**src/design/tcls_pkg.sv**
```systemverilog
// Shared types, constants and byte-class functions of the C token classifier.
// No dependencies; imported by every module of the block.
`timescale 1ns / 1ps

package tcls_pkg;

	localparam int MAX_WORD_DEF = 32;
	localparam int NUM_KW = 32;

	// token kinds as they appear on token_kind
	localparam logic [1:0] KIND_OP  = 2'd0;
	localparam logic [1:0] KIND_KEY = 2'd1;
	localparam logic [1:0] KIND_ID  = 2'd2;

	// keyword text, right-justified: last character in the low byte
	localparam logic [63:0] KW_TEXT [NUM_KW] = '{
		64'("auto"),     64'("break"),    64'("case"),     64'("char"),
		64'("const"),    64'("continue"), 64'("default"),  64'("do"),
		64'("double"),   64'("else"),     64'("enum"),     64'("extern"),
		64'("float"),    64'("for"),      64'("goto"),     64'("if"),
		64'("int"),      64'("long"),     64'("register"), 64'("return"),
		64'("short"),    64'("signed"),   64'("sizeof"),   64'("static"),
		64'("struct"),   64'("switch"),   64'("typedef"),  64'("union"),
		64'("unsigned"), 64'("void"),     64'("volatile"), 64'("while")
	};

	localparam logic [3:0] KW_LEN [NUM_KW] = '{
		4'd4, 4'd5, 4'd4, 4'd4, 4'd5, 4'd8, 4'd7, 4'd2,
		4'd6, 4'd4, 4'd4, 4'd6, 4'd5, 4'd3, 4'd4, 4'd2,
		4'd3, 4'd4, 4'd8, 4'd6, 4'd5, 4'd6, 4'd6, 4'd6,
		4'd6, 4'd6, 4'd7, 4'd5, 4'd8, 4'd4, 4'd8, 4'd5
	};

	// per-cell control of the character chain
	typedef struct packed {
		logic load;
		logic shift;
	} cell_ctl_t;

	function automatic logic is_word_byte(input logic [7:0] c);
		return (c >= "a" && c <= "z") || (c >= "A" && c <= "Z") ||
			(c >= "0" && c <= "9") || c == "_";
	endfunction

	function automatic logic is_op_byte(input logic [7:0] c);
		return c == "+" || c == "-" || c == "*" || c == "/" || c == "%" ||
			c == "=" || c == "<" || c == ">" || c == "!" || c == "&" ||
			c == "|" || c == "^";
	endfunction

	// can this operator open a two-character operator
	function automatic logic opens_pair(input logic [7:0] first);
		return first == "=" || first == "!" || first == "+" || first == "-" ||
			first == "&" || first == "|";
	endfunction

	function automatic logic pairs_with(input logic [7:0] first, input logic [7:0] second);
		logic res;
		res = 1'b0;
		if (first == "=")
			res = (second == "=") || (second == "+");
		else if (opens_pair(first))
			res = (second == "=");
		return res;
	endfunction

endpackage

```
**src/design/tcls_cell.sv**
```systemverilog
// One character cell of the word chain: loads a new character or takes its
// neighbor's. Depends on tcls_pkg.
`timescale 1ns / 1ps

module tcls_cell (
	input  logic               clk,
	input  tcls_pkg::cell_ctl_t ctl,
	input  logic [7:0]         load_char,
	input  logic [7:0]         nbr_char,
	output logic [7:0]         char_q
);
	import tcls_pkg::*;

	// payload only, no reset
	always_ff @(posedge clk) begin
		if (ctl.load) begin
			char_q <= load_char;
		end else if (ctl.shift) begin
			char_q <= nbr_char;
		end
	end

endmodule

```
**src/design/tcls_kw_match.sv**
```systemverilog
// Incremental keyword matcher: one flag per keyword, narrowed as each word
// character is stored. Depends on tcls_pkg.
`timescale 1ns / 1ps

module tcls_kw_match #(
	parameter int MAX_WORD = tcls_pkg::MAX_WORD_DEF
) (
	input  logic                          clk,
	input  logic                          arst_n,
	input  logic                          clear,
	input  logic                          append,
	input  logic [$clog2(MAX_WORD+1)-1:0] pos,
	input  logic [7:0]                    ch,
	output logic                          hit
);
	import tcls_pkg::*;

	localparam int LW = $clog2(MAX_WORD + 1);

	logic [NUM_KW-1:0] match_q;
	logic [NUM_KW-1:0] keep;
	logic [NUM_KW-1:0] len_eq;

	for (genvar k = 0; k < NUM_KW; k++) begin : g_kw
		logic [2:0] idx;
		logic [7:0] kch;
		// byte pos of keyword k, zero past its end
		assign idx = 3'(KW_LEN[k] - 4'd1) - pos[2:0];
		assign kch = (pos < LW'(KW_LEN[k])) ? KW_TEXT[k][{idx, 3'b000} +: 8] : 8'h00;
		assign keep[k] = (kch == ch);
		assign len_eq[k] = (pos == LW'(KW_LEN[k]));
	end

	always_ff @(posedge clk or negedge arst_n) begin
		if (!arst_n) begin
			match_q <= '1;
		end else if (clear) begin
			match_q <= '1;
		end else if (append) begin
			match_q <= match_q & keep;
		end
	end

	assign hit = |(match_q & len_eq);

endmodule

```
**src/design/c_token_classifier.sv**
```systemverilog
// Top level of the byte-serial C token classifier.
// Depends on tcls_pkg, tcls_cell and tcls_kw_match.
`timescale 1ns / 1ps

// Source bytes enter on the in channel; tokens leave one character per item
// on the out channel, classed operator, keyword or identifier, with
// token_end on each token's last character and run_end on the last item
// caused by one input byte. An accepted byte is buffered and decoded once
// the block is idle and the output register can take an item. A finished
// word leaves the chain of character cells at one character per cycle while
// out_ready does not stall it; a lone operator leaves as one item and a
// two-character operator as two. While a word or a pair drains, the next
// byte waits in the input buffer. Words longer than MAX_WORD are cut to
// MAX_WORD characters. Keyword matching runs as the word is stored, so the
// class is ready when the word is flushed. No clearing pass after reset;
// the block is ready as soon as reset is released.
module c_token_classifier #(
	parameter int MAX_WORD = tcls_pkg::MAX_WORD_DEF
) (
	input  logic       clk,
	input  logic       arst_n,
	input  logic       in_valid,
	output logic       in_ready,
	input  logic [7:0] char_in,
	input  logic       end_of_text,
	output logic       out_valid,
	input  logic       out_ready,
	output logic [7:0] char_out,
	output logic [1:0] token_kind,
	output logic       token_end,
	output logic       run_end
);
	import tcls_pkg::*;

	localparam int LW = $clog2(MAX_WORD + 1);

	localparam logic [1:0] ST_IDLE = 2'd0;  // decode buffered byte
	localparam logic [1:0] ST_EMIT = 2'd1;  // drain word from the chain
	localparam logic [1:0] ST_OP2  = 2'd2;  // second char of a pair

	logic [1:0]    state_q;

	// input buffer
	logic          inbuf_valid_q;
	logic [7:0]    inbuf_char_q;
	logic          inbuf_eot_q;

	// lexer state
	logic [LW-1:0] word_len_q;
	logic [7:0]    pend_op_q;
	logic          pend_valid_q;
	logic [7:0]    op2_char_q;
	logic [1:0]    kind_q;

	// output register
	logic          out_valid_q;
	logic [7:0]    char_out_q;
	logic [1:0]    kind_out_q;
	logic          tok_end_q;
	logic          run_end_q;

	logic          can_load;
	logic          step_go;
	logic          emit_go;
	logic          op2_go;
	logic          pair;
	logic          normal;
	logic          do_flush;
	logic          do_append;
	logic          set_pend;
	logic          last_char;
	logic          kw_hit;

	logic          out_load;
	logic [7:0]    out_char;
	logic [1:0]    out_kind;
	logic          out_end;
	logic          out_run;

	cell_ctl_t     cell_ctl [MAX_WORD];
	logic [7:0]    cell_char [MAX_WORD];

	// output register can take a new item this cycle
	assign can_load = !out_valid_q || out_ready;

	assign step_go = (state_q == ST_IDLE) && inbuf_valid_q && can_load;
	assign emit_go = (state_q == ST_EMIT) && can_load;
	assign op2_go  = (state_q == ST_OP2) && can_load;

	assign in_ready = !inbuf_valid_q || step_go;

	// Decode of the buffered byte. A held operator and a nonempty word never
	// coexist in ST_IDLE, so a step emits from at most one of them.
	assign pair      = pend_valid_q && !inbuf_eot_q && pairs_with(pend_op_q, inbuf_char_q);
	assign normal    = !inbuf_eot_q && !pair;
	assign do_flush  = step_go && (word_len_q != '0) &&
		(inbuf_eot_q || (normal && !is_word_byte(inbuf_char_q)));
	assign set_pend  = step_go && normal && is_op_byte(inbuf_char_q);
	assign do_append = step_go && normal && is_word_byte(inbuf_char_q) &&
		(word_len_q < LW'(MAX_WORD));
	assign last_char = (word_len_q == LW'(1));

	// next output item
	always_comb begin
		out_load = 1'b0;
		out_char = pend_op_q;
		out_kind = KIND_OP;
		out_end  = 1'b1;
		out_run  = 1'b1;
		unique case (state_q)
			ST_IDLE: begin
				if (step_go && pend_valid_q) begin
					out_load = 1'b1;
					out_end  = !pair;
					out_run  = !pair;
				end
			end
			ST_EMIT: begin
				out_load = emit_go;
				out_char = cell_char[0];
				out_kind = kind_q;
				out_end  = last_char;
				out_run  = last_char;
			end
			ST_OP2: begin
				out_load = op2_go;
				out_char = op2_char_q;
			end
			default: begin
				out_load = 1'b0;
			end
		endcase
	end

	always_ff @(posedge clk or negedge arst_n) begin
		if (!arst_n) begin
			state_q       <= ST_IDLE;
			inbuf_valid_q <= 1'b0;
			word_len_q    <= '0;
			pend_valid_q  <= 1'b0;
			pend_op_q     <= 8'h00;
			out_valid_q   <= 1'b0;
		end else begin
			if (in_valid && in_ready) begin
				inbuf_valid_q <= 1'b1;
			end else if (step_go) begin
				inbuf_valid_q <= 1'b0;
			end

			if (out_load) begin
				out_valid_q <= 1'b1;
			end else if (out_ready) begin
				out_valid_q <= 1'b0;
			end

			// held operator is used up by any step; a new one may replace it
			if (set_pend) begin
				pend_valid_q <= 1'b1;
				pend_op_q    <= inbuf_char_q;
			end else if (step_go) begin
				pend_valid_q <= 1'b0;
				pend_op_q    <= 8'h00;
			end

			if (do_append) begin
				word_len_q <= word_len_q + LW'(1);
			end else if (emit_go) begin
				word_len_q <= word_len_q - LW'(1);
			end

			unique case (state_q)
				ST_IDLE: begin
					if (step_go && pair) begin
						state_q <= ST_OP2;
					end else if (do_flush) begin
						state_q <= ST_EMIT;
					end
				end
				ST_EMIT: begin
					if (emit_go && last_char) begin
						state_q <= ST_IDLE;
					end
				end
				ST_OP2: begin
					if (op2_go) begin
						state_q <= ST_IDLE;
					end
				end
				default: begin
					state_q <= ST_IDLE;
				end
			endcase
		end
	end

	// payload registers
	always_ff @(posedge clk) begin
		if (in_valid && in_ready) begin
			inbuf_char_q <= char_in;
			inbuf_eot_q  <= end_of_text;
		end
		if (step_go && pair) begin
			op2_char_q <= inbuf_char_q;
		end
		if (do_flush) begin
			kind_q <= kw_hit ? KIND_KEY : KIND_ID;
		end
		if (out_load) begin
			char_out_q <= out_char;
			kind_out_q <= out_kind;
			tok_end_q  <= out_end;
			run_end_q  <= out_run;
		end
	end

	// character chain: append at the cell the length points to, drain
	// toward cell 0 one step per emitted character
	for (genvar i = 0; i < MAX_WORD; i++) begin : g_cell
		logic [7:0] nbr_char;
		if (i == MAX_WORD - 1) begin : g_tail
			assign nbr_char = 8'h00;
		end else begin : g_mid
			assign nbr_char = cell_char[i+1];
		end
		assign cell_ctl[i].load  = do_append && (word_len_q == LW'(i));
		assign cell_ctl[i].shift = emit_go;
		tcls_cell u_cell (
			.clk       (clk),
			.ctl       (cell_ctl[i]),
			.load_char (inbuf_char_q),
			.nbr_char  (nbr_char),
			.char_q    (cell_char[i])
		);
	end

	tcls_kw_match #(
		.MAX_WORD (MAX_WORD)
	) u_kw (
		.clk    (clk),
		.arst_n (arst_n),
		.clear  (emit_go && last_char),
		.append (do_append),
		.pos    (word_len_q),
		.ch     (inbuf_char_q),
		.hit    (kw_hit)
	);

	assign out_valid  = out_valid_q;
	assign char_out   = char_out_q;
	assign token_kind = kind_out_q;
	assign token_end  = tok_end_q;
	assign run_end    = run_end_q;

endmodule

```
**config.mk**
```make
export PLATFORM = sky130hd
export DESIGN_NAME = c_token_classifier
export DESIGN_NICKNAME = d
export VERILOG_FILES = /design/src/design/tcls_pkg.sv /design/src/design/tcls_cell.sv /design/src/design/tcls_kw_match.sv /design/src/design/c_token_classifier.sv
export SDC_FILE = /design/constraint.sdc
export NUM_CORES = 1
export LEC_CHECK = 0
export BUFFER_PORTS_ARGS = -buffer_cell sky130_fd_sc_hd__buf_2
export CAP_MARGIN = 20
export CORE_MARGIN = 1.5
export CORE_UTILIZATION = 50
export DETAILED_ROUTE_END_ITERATION = 10
export PLACE_DENSITY = 0.77
export SYNTH_ARGS = -nofsm -noshare
export SYNTH_HDL_FRONTEND = slang
export SYNTH_SLANG_ARGS = --single-unit
```
**constraint.sdc**
```tcl
create_clock -name clk -period 4.8 [get_ports clk]
set_clock_uncertainty 0.1 [all_clocks]
set_input_delay 0.48 -clock clk [delete_from_list [all_inputs] [get_ports clk]]
set_output_delay 0.48 -clock clk [all_outputs]
set_load 0.01 [all_outputs]
```
# Word-level counts from Yosys, hierarchy flattened
# Index checks and enable logic that the tools add are counted.
# Widths: inputs -> output; s select.
[totals]
reg_bits = 337
n_memories = 0
out_inout_bits = 14
mem_bits_ro = 0
latch_bits = 0
in_bits = 13
wordCells = 433
ram_bits = 0
[classes]
n_mul = 0
bitwise_logic = 2
magnitude_cmp = 14
n_eq_ne = 87
shifts = 32
n_div = 0
reduce_logical = 123
muxes = 120
add_sub_neg = 9
[op_table]
columns = ["cell", "count"]
rows = [
  ["$shiftx 64x7->8 const A", 32],
  ["$mux 8", 98],
  ["$eq 8x8->1", 32],
  ["$eq 8x6->1 const B", 15],
  ["$eq 6x5->1 const B", 16],
  ["$reduce_bool 2->1", 37],
  ["$and 32x32->32", 2],
  ["$mux 32", 2],
  ["$logic_and 1x1->1", 53],
  ["$eq 6x4->1 const B", 8],
  ["$eq 8x7->1 const B", 4],
  ["$reduce_or 32->1", 1],
  ["$eq 6x3->1 const B", 4],
  ["$lt 6x3->1 const B", 4],
  ["$logic_or 1x1->1", 23],
  ["$ge 8x7->1 const B", 2],
  ["$le 8x7->1 const B", 2],
  ["$pmux 8 s2", 1],
  ["$eq 6x2->1 const B", 2],
  ["$lt 6x2->1 const B", 2],
  ["$mux 6", 2],
  ["$sub 3x3->3 const A", 4],
  ["$mux 2", 5],
  ["$mux 1", 9],
  ["other kinds (22)", 27],
]

# Logic depth before layout (Yosys ltp)
# Gate-level depths: netlist of the first run.
[depth]
depth_word = 17
ltp_mapped = 15
mapped_depth_nobuf = 10

# By module
# A second synthesis of the first run with hierarchy kept.
[unflattened]
cells_unflattened = 1532
area_unflattened_um2 = 19663.9
[by_module_without_submodules]
columns = ["mod", "seq_area_each_um2", "area_each_um2", "instances", "cells_each"]
rows = [
  ["tcls_cell", 240.2, 377.9, 32, 18],
  ["tcls_kw_match", 840.8, 4919.7, 1, 694],
  ["c_token_classifier", 1376.3, 2652.5, 1, 262],
]

# Least setup slack after synthesis of the first run
# Ideal clock, no wire load.
[synth_path]
kind = "reg2reg"
from = "reg word_len_q[0]"
to = "reg u_kw.match_q[1]"
path_stages_with_launch = 15
required_ns = 4.640
n_path_buf = 4
arrival_ns = 4.102
setup_slack_ns = 0.537
setup_time_ns = 0.060
period_less_slack_ns = 4.263
cell_sequence = "dfrtp_1 clkbuf_1 clkbuf_1 inv_1 ha_1 clkbuf_1 inv_1 buf_1 ha_1 nor4_1 nand3_1 mux2_2 a32oi_1 a2111oi_0 a211o_1"
[synth_via]
elab_chain_len = 7
elab_cells_between_ends = 13
classes_between = "1 x add/sub; 2 x order compare; 2 x eq/ne; 1 x shift; 3 x mux; 1 x bitwise; 3 x reduce/logical"
[synth_lines]
columns = ["element", "line", "source"]
rows = [
  ["from (decl)", "c_token_classifier.sv:49", "logic [LW-1:0] word_len_q;"],
  ["from (signal assigned)", "c_token_classifier.sv:166", "word_len_q <= word_len_q + LW'(1);"],
  ["from (signal assigned)", "c_token_classifier.sv:168", "word_len_q <= word_len_q - LW'(1);"],
  ["$sub 3x3->3", "tcls_kw_match.sv:28", "assign idx = 3'(KW_LEN[k] - 4'd1) - pos[2:0];"],
  ["$shiftx 64x7->8", "tcls_kw_match.sv:29", "assign kch = (pos < LW'(KW_LEN[k])) ? KW_TEXT[k][{idx, 3'b000} +: 8] : 8'h00;"],
  ["$mux 8", "tcls_kw_match.sv:29", ""],
  ["$eq 8x8->1", "tcls_kw_match.sv:30", "assign keep[k] = (kch == ch);"],
  ["$and 32x32->32", "tcls_kw_match.sv:40", "match_q <= match_q & keep;"],
  ["$mux 32", "tcls_kw_match.sv:39", "end else if (append) begin"],
  ["$mux 32", "tcls_kw_match.sv:37", "end else if (clear) begin"],
  ["to (signal assigned)", "tcls_kw_match.sv:40", ""],
  ["to (decl)", "tcls_kw_match.sv:20", "logic [NUM_KW-1:0] match_q;"],
]
# Parallel ways exist; a longest one is shown, timed or not. The select of a mux whose other input is x is not followed.
# A chain may end at the register's enable or synchronous reset.

# Worst setup path in the final report of the first run
[layout_path]
from = "reg inbuf_char_q[3]"
to = "reg g_cell[21].u_cell.char_q[5] (enable)"
[layout_via]
elab_chain_len = 11
elab_cells_between_ends = 26
classes_between = "6 x order compare; 3 x eq/ne; 2 x mux; 15 x reduce/logical"
[layout_lines]
columns = ["element", "line", "source"]
rows = [
  ["from (decl)", "c_token_classifier.sv:45", "logic [7:0] inbuf_char_q;"],
  ["from (signal assigned)", "c_token_classifier.sv:199", "inbuf_char_q <= char_in;"],
  ["branches (longest 7 deep; another with $ge 8x7->1)", "--", ""],
  ["$logic_and 1x1->1 * (2 in a row)", "c_token_classifier.sv:99", "assign do_append = step_go && normal && is_word_byte(inbuf_char_q) &&"],
  ["$logic_and 1x1->1 *", "c_token_classifier.sv:225", "assign cell_ctl[i].load = do_append && (word_len_q == LW'(i));"],
  ["$reduce_bool 2->1 (no line) *", "--", ""],
  ["to (signal assigned)", "tcls_cell.sv:17", "char_q <= load_char;"],
  ["to (signal assigned)", "tcls_cell.sv:19", "char_q <= nbr_char;"],
  ["to (decl)", "tcls_cell.sv:10", "output logic [7:0] char_q"],
]
# Mark *: on every way between the ends.

==> results.sh, run 1 <==
export IMPL_r2r_cells=7
export IMPL_seq_area_frac_synth_pct=52.7
export IMPL_fin_crit_sh_pct=74.7
export IMPL_synth_top_family_by_area="simple AND/OR/NAND/NOR gates"
export IMPL_final_max_slew_viol_count=0
export IMPL_cts_sinks=337
export IMPL_hold_viol_final=0
export IMPL_cts_resized=0
export IMPL_cp_max_fo=22
export IMPL_whs_endpoint="inbuf_char_q[5]$_DFFE_PP_"
export IMPL_worstSetupPathType="reg -> reg"
export IMPL_timing_hold_ws_ps=16.9
export IMPL_ant_nets=0
export IMPL_placed_cells=1976
export IMPL_num_vias=13400
export IMPL_grt_pass1_wl_mm=74.6
export IMPL_critPathSlowestCell="o21ai_0"
export IMPL_cp_top_family="simple AND/OR/NAND/NOR gates"
export IMPL_relSlewSlack_pct=31.1
export IMPL_leakage_nw=7.08
export IMPL_hold_depth=1
export IMPL_outcome="finished clean"
export IMPL_synth_xor_area_share_pct=3.40
export IMPL_synth_seq_cells=337
export IMPL_syn_avg_cell_area_um2=12.0
export IMPL_syn_nets=1606
export IMPL_fillers=2932
export IMPL_power_total_mw=13.9
export IMPL_cts_root_buf="clkbuf_16"
export IMPL_grt_ovfl_total=0
export IMPL_rrSetupSlack_ps=1210
export IMPL_synthDistinctLibCells=80
export IMPL_die_width_um=197
export IMPL_antenna_found_initial=2
export IMPL_required_ps=4850
export IMPL_die_area_mm2=0.0388
export IMPL_register_area_mm2=0.00990
export IMPL_wirelength_mm=48.0
export IMPL_portBuffers=26
export IMPL_power_density_mw_per_mm2=669
export IMPL_wire_per_inst_um=23.3
export IMPL_maxCapViolCount=0
export IMPL_grt_pass1_vias=12900
export IMPL_cts_buffer_depth=3
export IMPL_fin_cells=2060
export IMPL_gp_congestion=0.978
export IMPL_min_period_ps=3590
export IMPL_drtIter0Drc=1488
export IMPL_clock_latency_ps=540
export IMPL_dpl_worst_slack_ps=1130
export IMPL_yosys_warnings=0
export IMPL_final_nets=1597
export IMPL_synth_simple_area_share_pct=14.9
export IMPL_synth_top_flop_cell="edfxtp_1"
export IMPL_start_kind="register"
export IMPL_first_pass_iters=6
export IMPL_num_rows=70
export IMPL_r2r_start="inbuf_char_q[3]$_DFFE_PP_"
export IMPL_worstMarginPinSlew_ps=1020
export IMPL_drc=0
export IMPL_synthMuxAreaShare_pct=13.3
export IMPL_drive_above_1_share_pct=28.0
export IMPL_hold_class="in -> reg"
export IMPL_synth_compound_area_share_pct=10.6
export IMPL_synth_edf_count=286
export IMPL_fin_ws_ps=1210
export IMPL_cp_slowest_stage_delay_ps=900
export IMPL_dp_hpwl_mm=30.4
export IMPL_clkTransAtPathRegs_ps=60
export IMPL_grt_max_degree=63
export IMPL_htreeDepth=2
export IMPL_reg2reg_to="g_cell[21].u_cell.char_q[5]$_DFFE_PP_"
export IMPL_ir_worst_vdd_v=0.000383
export IMPL_die_y_um=197
export IMPL_synth_area_mm2=0.0188
export IMPL_async_reset_ff_share_pct=15.1
export IMPL_crit_chain="buf_4, nand2_1, nor2_1, nor4_1, o21ai_4, or2_2, o21ai_0"
export IMPL_end_kind="register"
export IMPL_fmax_mhz=279
export IMPL_setup_tns_ps=0
export IMPL_core_area_mm2=0.0368
export IMPL_ios=27
export IMPL_routed_via_density=6.49
export IMPL_grtUsageTotal_pct=24.7
export IMPL_final_area_mm2=0.0208
export IMPL_crit_buf_inv=1
export IMPL_finalSetupViolCount=0
export IMPL_post_dp_cell_area_mm2=0.0193
export IMPL_cp_data_arrival_time_ps=3640
export IMPL_cts_buffers=38
export IMPL_multi_input_area_mm2=0.00824
export IMPL_final_util_pct=56.5
export IMPL_synth_cells=1570
export IMPL_start_util_pct=51.1
export IMPL_cts_tree="yes"
export IMPL_grt_setup_unrepaired="no"
export IMPL_min_from="char_in[5]"
export IMPL_area_growth_pct=10.7
export IMPL_synthAdderAreaFrac_pct=1.53
==> worst max path at each step <==
stage	start	to	slack [ps]	cells past startpoint
2_1_floorplan	word_len_q[0]$_DFFE_PN0P_	u_kw.match_q[1]$_DFFE_PN1P_	540	14
3_3_place_gp	word_len_q[0]$_DFFE_PN0P_	u_kw.match_q[29]$_DFFE_PN1P_	1230	11
3_5_place_dp	word_len_q[0]$_DFFE_PN0P_	u_kw.match_q[29]$_DFFE_PN1P_	1130	11
4_1_cts	word_len_q[0]$_DFFE_PN0P_	u_kw.match_q[29]$_DFFE_PN1P_	1090	11
5_1_grt	inbuf_char_q[2]$_DFFE_PP_	g_cell[31].u_cell.char_q[1]$_SDFFCE_PN0P_	1010	6
6_report	inbuf_char_q[3]$_DFFE_PP_	g_cell[21].u_cell.char_q[5]$_DFFE_PP_	1210	7
==> what timing repair did <==
item,CTS,global route
hold buffers,1,0
buffers inserted,0,0
hold endpoints to repair,10,0
==> area by class of cell <==
type / instances / area share, %
antenna: 1 / 0.0120
tap: 468 / 2.82
multi-input combinational: 1071 / 39.6
timing repair buffer: 87 / 2.86
clock buffer: 43 / 4.86
inverter: 26 / 0.469
sequential: 337 / 47.6
clock inverter: 27 / 1.73
==> cell families after synthesis <==
logic type,Yosys count
buffers and inverters,162
AND/OR/NAND/NOR,450
AO/OA/AOI/OAI,301
multiplexers,223
XOR/XNOR,73
adder cells (fa/ha/maj),23
other,1
flip-flops,337
==> routing by layer <==
layer / GRT usage [%] / part of all wire, %
met4: 10.6 / 4.1
met1: 32.4 / 40
met3: 6.09 / 9.6
met5: 0 / 0.027
met2: 39.0 / 47
==> sequential cells by signal, indices dropped and copies added (netlist names), 2 cells and up <==
signal                cells
char_out                  8
g_cell.u_cell.char_q    256
inbuf_char_q              8
kind_q                    2
op2_char_q                8
pend_op_q                 8
state_q                   2
token_kind                2
u_kw.match_q             32
word_len_q                6
==> cells in the mapped netlist (all sizes together), types with 15 or more instances <==
cell type / count / share of area (%)
edfxtp: 286 / 46
mux2: 218 / 13
clkbuf: 94 / 1.9
o21ai: 81 / 2.2
nand2: 77 / 1.5
nor2: 70 / 1.4
a21oi: 55 / 1.5
nor3: 55 / 1.8
xnor2: 55 / 2.6
nand3: 46 / 1.2
nor2b: 44 / 1.5
buf: 42 / 1.2
nand2b: 39 / 1.3
nor4: 37 / 2.7
dfstp: 32 / 4.5
inv: 24 / 0.48
ha: 23 / 1.5
a31oi: 19 / 0.63
dfrtp: 19 / 2.5
xor2: 18 / 0.84
a211oi: 16 / 0.64
a22oi: 15 / 0.60
==> power by group <==
| group | internal (mW) | switching, mW | leakage, nW |
|---|---|---|---|
| clock network | 1.96 | 1.20 | 0.660 |
| logic | 1.89 | 3.67 | 3.13 |
| registers | 4.77 | 0.423 | 3.29 |
==> cell usage in the layout, fill, tap and decap left out, types with 44 or more instances in the layout <==
cell type / instances
nor3_1: 44
o21ai_0: 78
xnor2_1: 55
nor2_1: 69
nand2_1: 77
buf_4: 47
a21oi_1: 55
mux2_2: 218
nor2b_1: 44
edfxtp_1: 286
nand3_1: 46
(Power assumes the default switching activity.)
==> run 2: changes to the inputs <==
Settings changed: PLACE_DENSITY 0.77 to 0.79.
Clock period 4.8 ns to 3.17 ns, I/O delays scaled along.
==> run 2 against run 1 <==
Hold slack improved by 97 ps. Non-clock buffer count rose by 104. First-iteration DRC count did not move. Critical path depth rose by 1. Register-to-register slack got worse by 1100 ps. Setup slack got worse by 1100 ps. Die area did not move. Clock power rose by 36%. Largest cell class unchanged. Sequential share of layout area fell by 2.0 points. Total power rose by 53%.
==> results.sh, run 2 (synthesis gave the netlist of run 1 again) <==
export IMPL_outcome="finished clean"
export IMPL_leakage_nw=7.67
export IMPL_num_vias=13700
export IMPL_gp_congestion=0.947
export IMPL_intPower_mw=13.0
export IMPL_drtIter0Drc=1488
export IMPL_final_nets=1701
export IMPL_n_antenna_cell=0
export IMPL_pwr_share_seq_pct=36.8
export IMPL_cts_root_buf="clkbuf_16"
export IMPL_cts_buffer_depth=3
export IMPL_largest_reg_flops=256
export IMPL_startpoint="pend_op_q[3]$_DFFE_PN0P_"
export IMPL_power_total_mw=21.2
export IMPL_final_max_slew_viol_count=0
export IMPL_layout_cells_most_common_list="edfxtp_1, mux2_2, buf_4, o21ai_0, nand2_1"
export IMPL_start_util_pct=51.1
export IMPL_final_common_cell="edfxtp_1"
export IMPL_ios=27
export IMPL_power_density_mw_per_mm2=978
export IMPL_min_period_ps=3090
export IMPL_grt_max_degree=59
export IMPL_end_kind="register"
export IMPL_num_rows=70
export IMPL_dp_hpwl_mm=32.2
export IMPL_top_regs="g_cell.u_cell.char_q x256, u_kw.match_q x32"
export IMPL_start_kind="register"
export IMPL_fillers=2857
export IMPL_clkPwrFrac_pct=20.2
export IMPL_cts_sinks=337
export IMPL_htreeDepth=2
export IMPL_routed_via_density=6.32
export IMPL_grt_ovfl_total=0
export IMPL_clock_latency_ps=550
export IMPL_area_growth_pct=15.5
export IMPL_p_comb_share_pct=43.0
export IMPL_power_switching_mw=8.20
export IMPL_cts_tree="yes"
export IMPL_final_util_pct=59.0
export IMPL_required_ps=3360
export IMPL_wire_per_inst_um=22.8
export IMPL_die_y_um=197
export IMPL_regMostFlops="g_cell.u_cell.char_q"
export IMPL_maxCapViolCount=0
export IMPL_grtUsageTotal_pct=25.3
export IMPL_worstMarginPinSlew_ps=870
export IMPL_grt_pass1_vias=13400
export IMPL_drc=0
export IMPL_antenna_found_initial=0
export IMPL_hold_viol_final=0
export IMPL_first_pass_iters=7
export IMPL_drive_above_1_share_pct=32.2
export IMPL_die_area_mm2=0.0388
export IMPL_ir_worst_vdd_v=0.000673
export IMPL_die_width_um=197
export IMPL_grt_setup_unrepaired="yes"
export IMPL_cp_data_arrival_time_ps=3270
export IMPL_grt_pass1_wl_mm=76.5
export IMPL_wirelength_mm=49.2
export IMPL_fmax_mhz=324
export IMPL_cts_buffers=38
export IMPL_hold_class="in -> reg"
export IMPL_min_from="out_ready"
export IMPL_clkTransAtPathRegs_ps=60
export IMPL_r2r_start="pend_op_q[3]$_DFFE_PN0P_"
export IMPL_setup_tns_ps=0
export IMPL_fin_crit_sh_pct=97.4
export IMPL_ant_nets=0
export IMPL_worstSetupPathType="reg -> reg"
export IMPL_cp_max_fo=27
export IMPL_portBuffers=26
export IMPL_relSlewSlack_pct=42.0
export IMPL_core_area_mm2=0.0368
export IMPL_swShare_pct=38.6
export IMPL_finalSetupViolCount=0
-- run 2: worst paths after layout --
kind | endpoint | slack, ps | cells past startpoint
min in group asynchronous | inbuf_valid_q$_DFFE_PN0P_ | 360 | 3
hold / removal | out_valid$_DFFE_PN0P_ | 110 | 3
setup / recovery | g_cell[10].u_cell.char_q[2]$_DFFE_PP_ | 80 | 8
setup reg to reg | g_cell[10].u_cell.char_q[2]$_DFFE_PP_ | 80 | 8
max in group asynchronous | word_len_q[2]$_DFFE_PN0P_ | 2120 | 3
hold reg to reg | u_kw.match_q[0]$_DFFE_PN1P_ | 380 | 2
-- run 2: critical path: stages, from the launching register on --
cell and delay, ps:
dfrtp_1 460, or4b_2 680, a21oi_1 150, a21o_1 210
a31o_4 310, buf_16 300, nor4_4 100, buf_4 200
mux2_2 300
-- run 2: metal layers --
| metal | share of wire, % | wire length (um) | vias up | GRT usage [%] |
|---|---|---|---|---|
| met4 | 3.8 | 1880 | 0 | 10.3 |
| met2 | 47 | 22900 | 689 | 39.8 |
| met5 | 0 | 0 | - | 0 |
| met1 | 40 | 19800 | 6715 | 34.2 |
| li1 | - | - | 6137 | - |
| met3 | 9.3 | 4600 | 136 | 5.36 |
-- run 2: timing repair --
item / 4_1_cts / 5_1_grt
pin swaps: 3 / 17
hold buffers: 11 / 0
setup endpoints to repair: 228 / 406
buffers inserted: 5 / 33
gates resized for setup: 1 / 23
hold endpoints to repair: 29 / 0
-- run 2: layout make-up --
| cell class | count | area [um^2] | area share (%) |
|---|---|---|---|
| flip-flops and latches | 337 | 9900 | 45.6 |
| repair buffers | 191 | 1500 | 6.93 |
| inverters | 26 | 100 | 0.461 |
| multi-input cells | 1071 | 8400 | 38.7 |
| well taps | 468 | 586 | 2.70 |
| clock inverters | 23 | 228 | 1.05 |
| clock buffers | 47 | 995 | 4.58 |
-- run 2: power groups by stage --
stage	logic (mW)	registers (mW)	clock network, mW
floorplan	6.04	7.68	0
CTS	8.86	7.82	4.35
global placement	8.57	7.83	0
finish	9.13	7.82	4.29
detailed placement	8.80	7.88	0
global route	9.75	7.99	4.54
-- run 2: stage by stage --
stage	setup slack [ps]	hold WS (ps)	instance area [um^2]	cells
after detailed placement	6.29	363	20000	2044
after floorplan	0.317	-78.6	18900	1570
after CTS	14.0	103	21400	2130
after global placement	-10.5	358	20000	2044
after global routing	-27.4	163	21700	2163
final	82.7	114	21700	2163
==> run 3: changes to the inputs <==
Settings changed: CORE_ASPECT_RATIO set to 1.5.
==> run 3 against run 2 <==
Critical path depth is the same. Setup slack gained 20 ps. Cell count shrank 0.14%. Global-route usage grew 1.4 points. Non-clock buffer count shrank 8. Clock power shrank 4%. Via count shrank 0.49%. First-iteration DRC count shrank 10%. Final area shrank 1.1%. Total power shrank 0.48%. Hold slack gained 32 ps. Core utilization shrank 0.82 points. Critical endpoint is now g_cell[11].u_cell.char_q[6]$_DFFE_PP_.
==> results.sh, run 3 (synthesis gave the netlist of run 1 again) <==
export IMPL_finalSetupViolCount=0
export IMPL_die_width_um=161
export IMPL_postCtsSetupRepairBufs=0
export IMPL_clock_latency_ps=530
export IMPL_grt_max_degree=56
export IMPL_min_from="out_ready"
export IMPL_cts_buffers=34
export IMPL_hold_viol_final=0
export IMPL_cp_slowest_stage_delay_ps=710
export IMPL_timing_hold_ws_ps=146
export IMPL_crit_chain="or4b_2, a21oi_1, a21o_1, a31o_4, buf_4, nor4_4, buf_4, nand2b_1"
export IMPL_ir_worst_vdd_v=0.000529
export IMPL_cts_sinks=337
export IMPL_r2r_cells=8
export IMPL_cpMostUsedCell="buf_4"
export IMPL_cts_buffer_depth=3
export IMPL_largest_reg_flops=256
export IMPL_power_density_mw_per_mm2=984
export IMPL_drive_above_1_share_pct=31.5
export IMPL_first_pass_iters=5
export IMPL_r2r_start="pend_op_q[3]$_DFFE_PN0P_"
export IMPL_start_kind="register"
export IMPL_final_util_pct=58.2
export IMPL_fin_ws_ps=102
export IMPL_die_area_mm2=0.0388
export IMPL_fin_crit_sh_pct=96.8
export IMPL_grt_ovfl_total=0
export IMPL_dpl_worst_slack_ps=-35.4
export IMPL_worstSetupPathType="reg -> reg"
export IMPL_routed_via_density=6.30
export IMPL_start_util_pct=50.9
export IMPL_worstMarginPinSlew_ps=952
export IMPL_final_nets=1689
export IMPL_antenna_found_initial=0
export IMPL_relSlewSlack_pct=36.0
export IMPL_top_regs="g_cell.u_cell.char_q x256, u_kw.match_q x32"
export IMPL_dp_hpwl_mm=34.4
export IMPL_power_total_mw=21.1
export IMPL_grt_pass1_wl_mm=79.6
export IMPL_cp_top_family="simple AND/OR/NAND/NOR gates"
export IMPL_leakage_nw=7.47
export IMPL_cp_max_fo=16
export IMPL_final_common_cell="edfxtp_1"
export IMPL_end_kind="register"
export IMPL_wirelength_mm=51.1
export IMPL_num_rows=86
export IMPL_final_area_mm2=0.0215
export IMPL_portBuffers=26
export IMPL_cp_data_arrival_time_ps=3150
export IMPL_core_area_mm2=0.0369
export IMPL_grt_pass1_vias=13900
export IMPL_outcome="finished clean"
export IMPL_ant_nets=0
export IMPL_htreeDepth=2
export IMPL_grtUsageTotal_pct=26.7
export IMPL_cts_tree="yes"
export IMPL_crit_buf_inv=2
export IMPL_required_ps=3250
export IMPL_post_dp_cell_area_mm2=0.0202
export IMPL_hold_class="in -> reg"
export IMPL_n_antenna_cell=0
export IMPL_ios=27
export IMPL_whs_endpoint="out_valid$_DFFE_PN0P_"
export IMPL_drtIter0Drc=1333
export IMPL_reg2reg_to="g_cell[11].u_cell.char_q[6]$_DFFE_PP_"
export IMPL_die_y_um=240
export IMPL_num_vias=13600
export IMPL_wire_per_inst_um=23.6
export IMPL_startpoint="pend_op_q[3]$_DFFE_PN0P_"
export IMPL_hold_depth=3
export IMPL_gp_congestion=1.00
export IMPL_layout_cells_most_common_list="edfxtp_1, mux2_2, buf_4, o21ai_0, nand2_1"
export IMPL_cts_root_buf="clkbuf_16"
export IMPL_clkTransAtPathRegs_ps=70
export IMPL_area_growth_pct=14.3
export IMPL_maxCapViolCount=0
export IMPL_drc=0
export IMPL_critPathSlowestCell="or4b_2"
export IMPL_min_period_ps=3070
export IMPL_grt_setup_unrepaired="no"
export IMPL_fmax_mhz=326
export IMPL_regMostFlops="g_cell.u_cell.char_q"
export IMPL_rrSetupSlack_ps=100
export IMPL_final_max_slew_viol_count=0
[run 3: changes by cell type in the layout (fill, tap and decap cells not counted), sizes merged]
cell and delta:
buf -8, bufinv +2, clkbuf -1, clkinv -12
[run 3: worst reg2reg max path, cell delays in order (launching register included)]
cell and delay (ps):
dfrtp_1 450, or4b_2 710, a21oi_1 170, a21o_1 180, a31o_4 200, buf_4 290, nor4_4 90, buf_4 190
nand2b_1 350
[run 3: stage by stage]
step / cells / TNS [ps]
6_report: 2160 / 0
5_1_grt: 2160 / 0
4_1_cts: 2160 / 0
3_5_place_dp: 2090 / -651
3_3_place_gp: 2090 / 0
2_1_floorplan: 1570 / 0
[run 3: how the worst max path moves through the flow]
| stage | end | slack [ps] | cells past startpoint |
|---|---|---|---|
| 5_1_grt | g_cell[11].u_cell.char_q[2]$_DFFE_PP_ | 10 | 8 |
| 2_1_floorplan | u_kw.match_q[1]$_DFFE_PN1P_ | 0.3 | 14 |
| 3_3_place_gp | g_cell[0].u_cell.char_q[3]$_DFFE_PP_ | 70 | 9 |
| 6_report | g_cell[11].u_cell.char_q[6]$_DFFE_PP_ | 100 | 8 |
| 3_5_place_dp | g_cell[29].u_cell.char_q[5]$_DFFE_PP_ | -40 | 8 |
| 4_1_cts | g_cell[18].u_cell.char_q[3]$_DFFE_PP_ | 8 | 8 |
[run 3: timing repair]
action	4_1_cts	5_1_grt
setup endpoints to repair	71	313
hold endpoints to repair	29	0
resized for setup	1	5
hold buffers	11	0
[run 3: layout make-up]
type                            count  area (um^2)
Multi-Input combinational cell   1071         8310
Fill cell                        2849        15400
Sequential cell                   337         9900
Tap cell                          484          606
Inverter                           26          100
Timing Repair Buffer              183         1440
Clock inverter                     13          174
Clock buffer                       46          947
[run 3: report_power, final]
| group | internal [mW] | switching (mW) |
|---|---|---|
| registers | 7.21 | 0.634 |
| logic | 3.36 | 5.80 |
| clock network | 2.43 | 1.70 |
| total | 13.0 | 8.13 |
[run 3: routing by layer]
layer | wire (um) | up-vias | global-route usage [%]
met5 | 0 | - | 0
met4 | 3540 | 0 | 17.9
met3 | 3330 | 216 | 4.23
met2 | 25800 | 596 | 46.5
met1 | 18300 | 6717 | 30.1
li1 | - | 6081 | -
